===== src/rtl/gss_pkg.sv =====
package gss_pkg;

    localparam int GRID_ROWS = 64;
    localparam int GRID_COLS = 16;
    localparam int ROW_W     = 6;
    localparam int COL_W     = 4;
    localparam int CFG_IDX_W = 2;
    localparam int WORD_W    = 32;
    localparam int HEAD_DEPTH = 2 * GRID_COLS;
    localparam int ROLL_DEPTH = 3 * GRID_COLS;
    localparam int HEAD_AW   = $clog2(HEAD_DEPTH);
    localparam int ROLL_AW   = $clog2(ROLL_DEPTH);

    localparam logic [CFG_IDX_W-1:0] REG_FEED  = 2'd0;
    localparam logic [CFG_IDX_W-1:0] REG_KILL  = 2'd1;
    localparam logic [CFG_IDX_W-1:0] REG_DIFFU = 2'd2;
    localparam logic [CFG_IDX_W-1:0] REG_DIFFV = 2'd3;

    // multiply operand selects for the shared multiplier
    typedef enum logic [2:0] {
        MUL_UV,
        MUL_UVV,
        MUL_DU,
        MUL_DV,
        MUL_FU,
        MUL_FKV
    } mul_op_t;

    typedef struct packed {
        logic signed [63:0] acc_u;
        logic signed [63:0] acc_v;
    } gss_acc_t;

endpackage


===== src/rtl/gss_mac.sv =====
// shared signed multiply-accumulate: registered product, then accumulate
module gss_mac
    import gss_pkg::*;
(
    input  logic               aclk,
    input  logic               clr,
    input  logic               mul_en,
    input  logic signed [33:0] op_a,
    input  logic signed [17:0] op_b,
    input  logic               acc_en,
    input  logic               acc_sel_v,
    input  logic               acc_neg,
    input  logic [5:0]         acc_shift,
    output logic signed [51:0] prod,
    output gss_acc_t           acc
);

    logic signed [51:0] prod_reg;
    logic signed [63:0] term;

    assign prod = prod_reg;
    assign term = (64'(prod_reg) <<< acc_shift);

    always_ff @(posedge aclk) begin
        if (mul_en) begin
            prod_reg <= op_a * op_b;
        end
        if (clr) begin
            acc.acc_u <= '0;
            acc.acc_v <= '0;
        end else if (acc_en) begin
            if (acc_sel_v) begin
                acc.acc_v <= acc_neg ? acc.acc_v - term : acc.acc_v + term;
            end else begin
                acc.acc_u <= acc_neg ? acc.acc_u - term : acc.acc_u + term;
            end
        end
    end

endmodule

===== config.mk =====
export PLATFORM = sky130hd
export DESIGN_NAME = gss_mac
export DESIGN_NICKNAME = d
export VERILOG_FILES = /design/src/rtl/gss_pkg.sv /design/src/rtl/gss_mac.sv
export SDC_FILE = /design/constraint.sdc
export NUM_CORES = 2
export LEC_CHECK = 0
export BUFFER_PORTS_ARGS = -buffer_cell sky130_fd_sc_hd__buf_2
export CAP_MARGIN = 0
export CORE_MARGIN = 2
export CORE_UTILIZATION = 37
export DETAILED_ROUTE_END_ITERATION = 10
export SYNTH_ARGS = -nofsm -noshare
export SYNTH_HDL_FRONTEND = slang
export SYNTH_SLANG_ARGS = --single-unit

===== constraint.sdc =====
create_clock -name aclk -period 8.3 [get_ports aclk]
set_input_delay 0.415 -clock aclk [delete_from_list [all_inputs] [get_ports aclk]]
set_output_delay 0.415 -clock aclk [all_outputs]
set_load 0.02 [all_outputs]

==> results.ini <==
[synth]
yosys_warnings=0
ys_seq_area_share_pct=10.0
synth_nets=5786
synth_most_common_cell=inv_1
ys_top_cells_by_count=inv_1 (695), nand2_1 (683), fa_1 (587), a21oi_1 (315), and2_1 (256)
ys.flop_type=dfxtp_1
synth_top_area_share_pct=28.6
synth_largest_area_cell=fa_1
synthArstFlopShare_pct=0
postSynthAreaPerCell_um2=8.42
ys_ff_latch=180
synth_cell_types=95
synth_cells=4883
syn-cell-area_um2=41100
synth-edff-count=52
synth.area.top_cells=fa_1 (29%), ha_1 (7.7%), inv_1 (6.3%)

[grt]
grt_pass1_vias=35808
globalRoute.totalOverflow=0
grt_max_degree=81
grt_usage_pct=25.2
grt_pass1_wl_mm=220
grt_antenna_before_repair=4

[drt]
routedWlPerCell_um=22.2
dr.pass1.iters=6
drc=0
drt-total-wl_mm=143
viasPerCell=5.56
drtAntennaViolNets=0
via_count=35900
first_iter_violations=2995

[clocking]
cts_root_buf=clkbuf_16
cts-htree-levels=4
clk_latency_ns=0.51
clock_path_buffers=2
cts_buffers=17
cts_resized=0
postCtsSetupBuffers=0
clk_pin_slew_ns=0.09
holdBufCountCts=0
clock_sinks=180
cts_tree=done

[sta]
setup_tns_ns=0
period_share_pct=90.3
rsz0062_at_grt=false
finalHoldViolCount=0
min_period_ns=7.49
fmaxAchievable_mhz=133
setup_violations=0
worst_slew_pin_slew_ns=1.10
fin_skew_ns=0.0229
slew_headroom_pct=26.4
drv_slew=0

[cells_and_area]
fin_nets=5861
largest_reg_flops=128
area_growth_pct=7.85
drive_above_1_share_pct=10.2

[worst_hold_path]
hp-class=in -> reg

[floorplanning]
die_x_um=337
fp.coreArea_um2=110000
initial_core_util_pct=37.2
core.rowCount=122
die_area_um2=114000
pin_count=244
dieHeight_um=337

[setup_path]
path_max_fanout=9
criticalPathCategory=reg -> reg
crit_arrival_ns=7.90
cp.required_ns=8.71
crit_path_end_kind=flop
cp-start-kind=flop

[place]
port_buffers=243
gp_congestion=1.00
hpwl_mm=116

[outcome]
status=completed

[flow_run]
drv_cap=0

==> layout make-up <==
class / instances / area, um2
Clock inverter: 14 / 163
Sequential cell: 180 / 4120
Timing Repair Buffer: 330 / 1900
Fill cell: 11374 / 66000
Antenna cell: 3 / 7.51
Clock buffer: 18 / 439
Multi-Input combinational cell: 3731 / 33200
Inverter: 698 / 2620
Tap cell: 1488 / 1860
==> cell usage in the layout, fill, tap and decap left out, drive strengths merged, types with 13 or more instances in the layout <==
cell	n
inv	704
nand2	683
fa	587
buf	330
a21oi	315
and2	257
ha	252
nor2	216
o21ai	142
a21o	134
dfxtp	128
xnor2	125
xor2	81
nand3	68
mux4	68
mux2i	66
edfxtp	52
mux2	52
nor3	46
nand2b	44
nor2b	40
and3	37
a211oi	35
nand4	34
o21a	34
a31oi	32
o21bai	31
o22ai	30
or3	26
o211ai	26
or2	20
o31ai	20
clkbuf	18
nor3b	14
a22o	13
o221ai	13
==> logic make-up after synthesis <==
| kind of cell | count (synthesis) | synth area share [%] |
|---|---|---|
| mux | 186 | 6.88 |
| flops | 180 | 10.0 |
| buf+inv | 972 | 9.20 |
| fa+ha+maj | 839 | 36.3 |
| simple gates | 1522 | 17.6 |
| xor+xnor | 206 | 4.39 |
| compound gates | 978 | 15.6 |
==> critical path, stage by stage, from the launching register on <==
cell	delay (ns)
edfxtp_1	0.62
mux4_1	0.65
a222oi_1	0.87
o21ai_0	0.20
buf_4	0.22
or3_1	0.41
o211ai_1	0.20
and3b_1	0.29
nor2b_1	0.23
a31oi_1	0.12
xor2_1	0.40
ha_1	0.42
and3_1	0.21
a221o_1	0.33
a221o_1	0.40
a21oi_1	0.22
a21oi_1	0.15
a41oi_1	0.35
a21oi_1	0.18
a41oi_1	0.37
o21ai_0	0.15
xor2_1	0.16
a22o_1	0.23
==> final timing paths <==
| kind | start | endpoint | slack, ns | cells after the start |
|---|---|---|---|---|
| worst max-delay path | prod[17]$_DFFE_PP_ | acc[62]$_SDFFE_PP0P_ | 0.81 | 22 |
| worst min-delay path | clr | acc[59]$_SDFFE_PP0P_ | 0.34 | 2 |
| worst min register to register | acc[88]$_SDFFE_PP0P_ | acc[88]$_SDFFE_PP0P_ | 0.48 | 2 |
| worst max register to register | prod[17]$_DFFE_PP_ | acc[62]$_SDFFE_PP0P_ | 0.81 | 22 |
==> per-layer routing <==
| metal | part of all wire, % | vias up | routed length (um) | GRT usage, % |
|---|---|---|---|---|
| met5 | 0.027 | - | 39 | 0 |
| met4 | 3.1 | 6 | 4390 | 7.53 |
| met3 | 9.9 | 248 | 14200 | 6.53 |
| met2 | 45 | 1601 | 64700 | 40.7 |
| met1 | 42 | 17681 | 59900 | 33.1 |
| li1 | - | 16364 | - | - |
==> metrics by stage <==
stage               area, um2  hold WS (ns)  utilization [%]  setup WS (ns)  cells
floorplan               41100         0.527                -           1.17   4883
global placement        43700         0.460             39.6          0.513   6427
detailed placement      43700         0.469             39.6          0.411   6427
CTS                     44300         0.293             40.2          0.942   6459
global route            44300         0.333             40.2          0.478   6459
finish                  44300         0.340             40.2          0.809   6462
Power is not shown: default switching activity piles up to over one toggle a cycle in this logic, so the estimate is an artifact.
