$ cat config.mk
export PLATFORM = sky130hd
export DESIGN_NAME = gss_ram
export DESIGN_NICKNAME = d
export VERILOG_FILES = /design/src/rtl/gss_ram.sv
export SDC_FILE = /design/constraint.sdc
export NUM_CORES = 1
export LEC_CHECK = 0
export BUFFER_PORTS_ARGS = -buffer_cell sky130_fd_sc_hd__buf_2
export CORE_MARGIN = 4
export CORE_UTILIZATION = 60
export CTS_CLUSTER_SIZE = 16
export DETAILED_ROUTE_END_ITERATION = 10
export PLACE_DENSITY = 0.77
export SLEW_MARGIN = 10
export SYNTH_ARGS = -nofsm -noshare
export SYNTH_HDL_FRONTEND = slang
export SYNTH_SLANG_ARGS = --single-unit
$ cat constraint.sdc
create_clock -name aclk -period 2.9 [get_ports aclk]
set_clock_uncertainty 0.05 [all_clocks]
set_input_delay 0 -clock aclk [delete_from_list [all_inputs] [get_ports aclk]]
set_output_delay 0 -clock aclk [all_outputs]
set_load 0.005 [all_outputs]
$ cat src/rtl/gss_ram.sv
module gss_ram #(
    parameter int WIDTH = 32,
    parameter int DEPTH = 32
) (
    input  logic                     aclk,
    input  logic                     we,
    input  logic [$clog2(DEPTH)-1:0] waddr,
    input  logic [WIDTH-1:0]         wdata,
    input  logic [$clog2(DEPTH)-1:0] raddr,
    output logic [WIDTH-1:0]         rdata
);

    logic [WIDTH-1:0] mem [DEPTH];

    always_ff @(posedge aclk) begin
        if (we) begin
            mem[waddr] <= wdata;
        end
        rdata <= mem[raddr];
    end

endmodule

==> results.toml, run 1 <==
[sta]
finalMaxSlewViolations = 0
clock.fmax_mhz = 477
fin_setup_tns_ps = 0
setup_viol = 0
rsz0062_at_grt = "false"
timing.hold.ws_ps = 97.9
min_period_over_period_pct = 72.3
slew_headroom_pct = 29.8
hold_viol = 0
tightest_slew_ps = 1050
period_needed_ps = 2100

[worst_hold_path]
hp-class = "in2reg"
whs_path_depth = 4

[yosys]
synth_warnings = 0
netlist.area_leader.share_pct = 76.0
synth.area.top_cells = "edfxtp_1 (76%), mux2i_1 (13%), a22oi_1 (1.8%), dfxtp_1 (1.6%), a22o_1 (1.4%)"
syn_inst = 2260
synth_nets = 2304
ys_types = 25
syn_area_um2 = 40500
synth_largest_area_cell = "edfxtp_1"
ys_seq_elements = 1056
seq_area_frac_synth_pct = 77.5
postSynthAreaPerCell_um2 = 17.9

[power]
ir_drop_mv = 0.439
p_leak_nw = 16.2
power.density_nw_per_um2 = 680

[run]
cap_violations = 0

[die]
coreArea_um2 = 66300
start_util_pct = 61.0
pin_count = 76
row_count = 94
dieArea_um2 = 71700
die_h_um = 268
die_width_um = 268

[clock_network]
h-tree-depth = 3
numCtsBuffers = 100
clkLatencyLatePin_ps = 650
post_cts_buffers = 0
path_clk_slew_ps = 60
root_buffer = "clkbuf_16"
cts_tree = "built"
ctsResizeCount = 0
cts_sinks = 1056
clockBufferDepth = 3

[setup_path]
path_common_cell = "dlygate4sd3_1"
worstPathCellList = "dlygate4sd3_1 > buf_2 > nor2_4 > dlygate4sd3_1 > nand2_1 > a31oi_1 > nand3_1"
slowest_delay_ps = 760
crit_arrival_ps = 2540
reg2reg_depth = 5
setup.worst_path.end_class = "flip-flop"
crit_path_start_kind = "primary input"
crit_fanout = 20
worstPathRequired_ps = 3350
cp_slowest_cell = "dlygate4sd3_1"
worstSetupPathType = "in2reg"

[status]
outcome = "finished clean"

[route]
drtPass1Iterations = 6
drt_iter0_drc = 2462
routedWlPerCell_um = 27.2
route.detailed.drc = 0
ant_nets = 0
viasPerCell = 6.36
routed-via-count = 21500
wl_um = 91800

[finish]
drive_above_1_share_pct = 14.0
final_nets = 2478
fin_cells = 3380
diodes = 0
final_util_pct = 69.4
area_growth_pct = 13.8

[placement]
dp_hpwl_um = 51800
io_buffer_count = 75
placed_cells = 3161
gp_congestion = 0.811

[global_routing]
grt_max_degree = 78
grt_pass1_vias = 22000
grt_pass1_wl_um = 136000
grt-ovfl-total = 0
grt_use_total_pct = 25.7
antenna_found_initial = 0
[stage by stage]
step                      power [mW]  setup WS, ps  instance area [um2]
after floorplan                 18.2           416                40500
after global placement          18.9           815                42500
after detailed placement        18.9           745                42500
after CTS                       31.5           870                46100
after global routing            32.3           769                46100
final                           31.3           804                46100
[cells by family after synthesis]
| logic type | Yosys count | share of synthesized area, % |
|---|---|---|
| multiplexers | 512 | 12.7 |
| flip-flops | 1056 | 77.5 |
| AO/OA/AOI/OAI | 288 | 4.85 |
| buffers and inverters | 127 | 1.86 |
| AND/OR/NAND/NOR | 277 | 3.10 |
[registers in the layout, summed over array words and instances (netlist names)]
name	cells
mem	1024
rdata	32
[where the power goes]
group          leakage, nW  switching [mW]  internal (mW)  total (mW)
Combinational         5.10            1.05          0.572        1.62
Clock                 1.56            5.34           7.30        12.6
Sequential            9.49          0.0989           17.0        17.1
[worst max-delay path: cells and delay by family]
kind	cells	cell delay, ps
buffers and inverters	3	1440
AND/OR/NAND/NOR	3	780
AO/OA/AOI/OAI	1	290
[area by class of cell]
class,instances,area [um2]
sequential,1056,31400
fill,4023,20300
clock buffer,123,2620
clock inverter,61,564
multi-input combinational,1077,8610
tap,864,1080
timing repair buffer,199,1790
[Yosys cell counts]
cell	count
a21oi_1	96
a22o_1	64
a22oi_1	96
a31oi_1	32
and2_1	1
and2b_1	1
buf_1	5
buf_2	26
buf_4	33
buf_6	15
clkbuf_1	46
clkbuf_4	2
dfxtp_1	32
edfxtp_1	1024
mux2i_1	512
nand2_1	98
nand2b_1	2
nand3_1	98
nand3b_1	5
nor2_1	34
nor2b_1	1
nor3_1	32
or2_2	1
or3_1	1
or3b_2	3
[repair_timing]
item                                    4_1_cts  5_1_grt
endpoints found under the setup margin        0        0
endpoints found under the hold margin      1028        0
hold buffers                                 35        0
[layer usage]
| layer | track usage (%) | vias to the layer above | share of wire [%] | routed length [um] |
|---|---|---|---|---|
| met4 | 9.49 | 0 | 3.2 | 2940 |
| met2 | 42.9 | 1052 | 50 | 45500 |
| met3 | 3.74 | 175 | 7.9 | 7290 |
| met1 | 35.2 | 10900 | 39 | 36000 |
| li1 | - | 9329 | - | - |
| met5 | 0 | - | 0 | 0 |
[final timing paths]
kind / start / endpoint / slack, ps
worst max register to register: mem[7][17] / rdata[17] / 1320
worst min-delay path: waddr[1] / mem[22][5] / 100
worst max-delay path: raddr[1] / rdata[15] / 800
worst min register to register: mem[26][3] / rdata[3] / 540
[placed cells by master (no fill, tap or decap), types with 33 or more instances in the layout]
master,n
edfxtp_1,1024
mux2i_1,512
clkbuf_16,100
nand3_1,98
nand2_1,97
a22oi_1,96
a21oi_1,96
buf_2,74
a22o_1,64
buf_4,58
dlygate4sd3_1,35
nor2_4,33
Note: power is estimated with default switching activity, not from simulation.
==> inputs of run 2 (changes only) <==
Clock period 2.9 ns to 1.95 ns, I/O delays scaled along.
==> results.toml, run 2 (synthesis gave the netlist of run 1 again) <==
[route]
viasPerCell = 6.36
drtPass1Iterations = 5
routedWlPerCell_um = 27.6
drt_iter0_drc = 2545
ant_nets = 0
routed-via-count = 22000
wl_um = 95200
route.detailed.drc = 0

[die]
row_count = 94
die_h_um = 268
die_width_um = 268
start_util_pct = 61.0
dieArea_um2 = 71700
coreArea_um2 = 66300
pin_count = 76

[clock_network]
numCtsBuffers = 99
root_buffer = "clkbuf_16"
clockBufferDepth = 3
h-tree-depth = 3
path_clk_slew_ps = 60
clkLatencyLatePin_ps = 660
post_cts_buffers = 0
cts_tree = "built"
cts_sinks = 1056

[setup_path]
worstPathRequired_ps = 2220
worstSetupPathType = "in2reg"
crit_path_start_kind = "primary input"
slowest_delay_ps = 660
path_common_cell = "dlygate4sd3_1"
worstReg2RegEnd = "rdata[2]"
crit_arrival_ps = 2150
critical_path_buf_inv_count = 4
regToRegSetupSlack_ps = 410
reg2reg_depth = 4
setup.worst_path.end_class = "flip-flop"
crit_fanout = 26
cp_top_family = "buffers and inverters"
worstPathCellList = "dlygate4sd3_1 > buf_2 > nand3b_1 > dlygate4sd3_1 > nor2_4 > buf_12"
r2r_start = "mem[20][2]"
cp_slowest_cell = "dlygate4sd3_1"

[sta]
clock.fmax_mhz = 532
timing.hold.ws_ps = 40.9
hold_viol = 0
tightest_slew_ps = 656
finalMaxSlewViolations = 0
period_needed_ps = 1880
rsz0062_at_grt = "false"
min_period_over_period_pct = 96.5
setup_viol = 0
slew_headroom_pct = 56.3

[finish]
drive_above_1_share_pct = 16.0
fin_area_um2 = 47100
top_register = "mem"
final_common_cell = "edfxtp_1"
final_cell_mix = "edfxtp_1 (1024), mux2i_1 (512), clkbuf_16 (101), nand3_1 (98), nand2_1 (97)"
seqCellArea_um2 = 31400
multi_input_area_um2 = 8610
fillCellCount = 3905
final_nets = 2547
largest_reg_flops = 1024
area_growth_pct = 16.5
reg.largest.list = "mem (1024), rdata (32)"

[global_routing]
grt-ovfl-total = 0
antenna_found_initial = 3
grt_pass1_vias = 22400
grt_max_degree = 48
grt_use_total_pct = 26.6
grt_pass1_wl_um = 141000

[power]
p_leak_nw = 16.6
power.density_nw_per_um2 = 996
ir_drop_mv = 0.596

[worst_hold_path]
whs_path_depth = 6
min_to = "rdata[3]"
hold_start = "raddr[0]"
hp-class = "in2reg"

[placement]
dpl_cell_area_um2 = 43500
dp_hpwl_um = 54900
gp_congestion = 0.828
io_buffer_count = 75

[status]
outcome = "finished clean"

[run]
cap_violations = 0
==> run 2: cell types whose count changed in the layout (fill, tap and decap cells not counted), sizes merged <==
cell / before / now
buf: 164 / 229
clkbuf: 123 / 141
bufinv: 10 / 8
clkinv: 44 / 32
clkinvlp: 4 / 3
diode: 0 / 2
dlygate4sd3: 35 / 40
==> run 2: worst min-delay path: stages <==
cell     delay (ps)
buf_8           170
buf_4           190
mux2i_1         120
nand2_1          70
a31oi_1          80
nand3_1          60
==> run 2: timing repair <==
item | CTS | global route
hold buffers | 40 | 0
endpoints found under the hold margin | 1037 | 0
endpoints found under the setup margin | 0 | 0
gates resized for setup | 0 | 0
==> run 2: through the flow <==
step / TNS [ps] / power, mW / setup WS, ps / instances / utilization, %
3_3_place_gp: 0 / 28.2 / 184 / 3226 / 65.6
5_1_grt: 0 / 48.4 / 56.7 / 3454 / 71.1
3_5_place_dp: 0 / 28.3 / 149 / 3226 / 65.6
2_1_floorplan: -217160 / 27.1 / -426 / 2260 / -
6_report: 0 / 47.0 / 69.2 / 3455 / 71.1
4_1_cts: 0 / 47.2 / 95.3 / 3453 / 71.1
==> run 2: how the worst max path moves through the flow <==
stage             start          end  slack [ps]  cells past startpoint
2_1_floorplan  waddr[3]   mem[18][0]        -430                      2
3_3_place_gp   raddr[0]    rdata[19]         180                      7
3_5_place_dp   raddr[0]     rdata[1]         150                      7
4_1_cts        waddr[3]  mem[13][16]         100                      6
5_1_grt        waddr[3]  mem[13][16]          60                      6
6_report       waddr[3]  mem[13][16]          70                      6
==> run 2: power breakdown <==
group | switching, mW | internal (mW)
Combinational | 1.61 | 0.970
Sequential | 0.128 | 25.2
Clock | 8.04 | 11.0
Total | 9.78 | 37.2
==> run 2: routing by layer <==
layer	share of wire (%)	track usage, %	routed length, um	up-vias
met5	0	0	0	-
met4	3.1	9.91	2960	0
met3	8.1	4.08	7700	176
met2	49	43.5	47000	1107
met1	39	37.2	37500	11200
li1	-	-	-	9483
==> run 2: cell type report <==
cell class	count	area share [%]
Antenna cell	2	0.0106
Clock buffer	141	5.89
Clock inverter	46	0.985
Multi-Input combinational cell	1077	18.3
Sequential cell	1056	66.6
Tap cell	864	2.29
Timing Repair Buffer	269	5.98
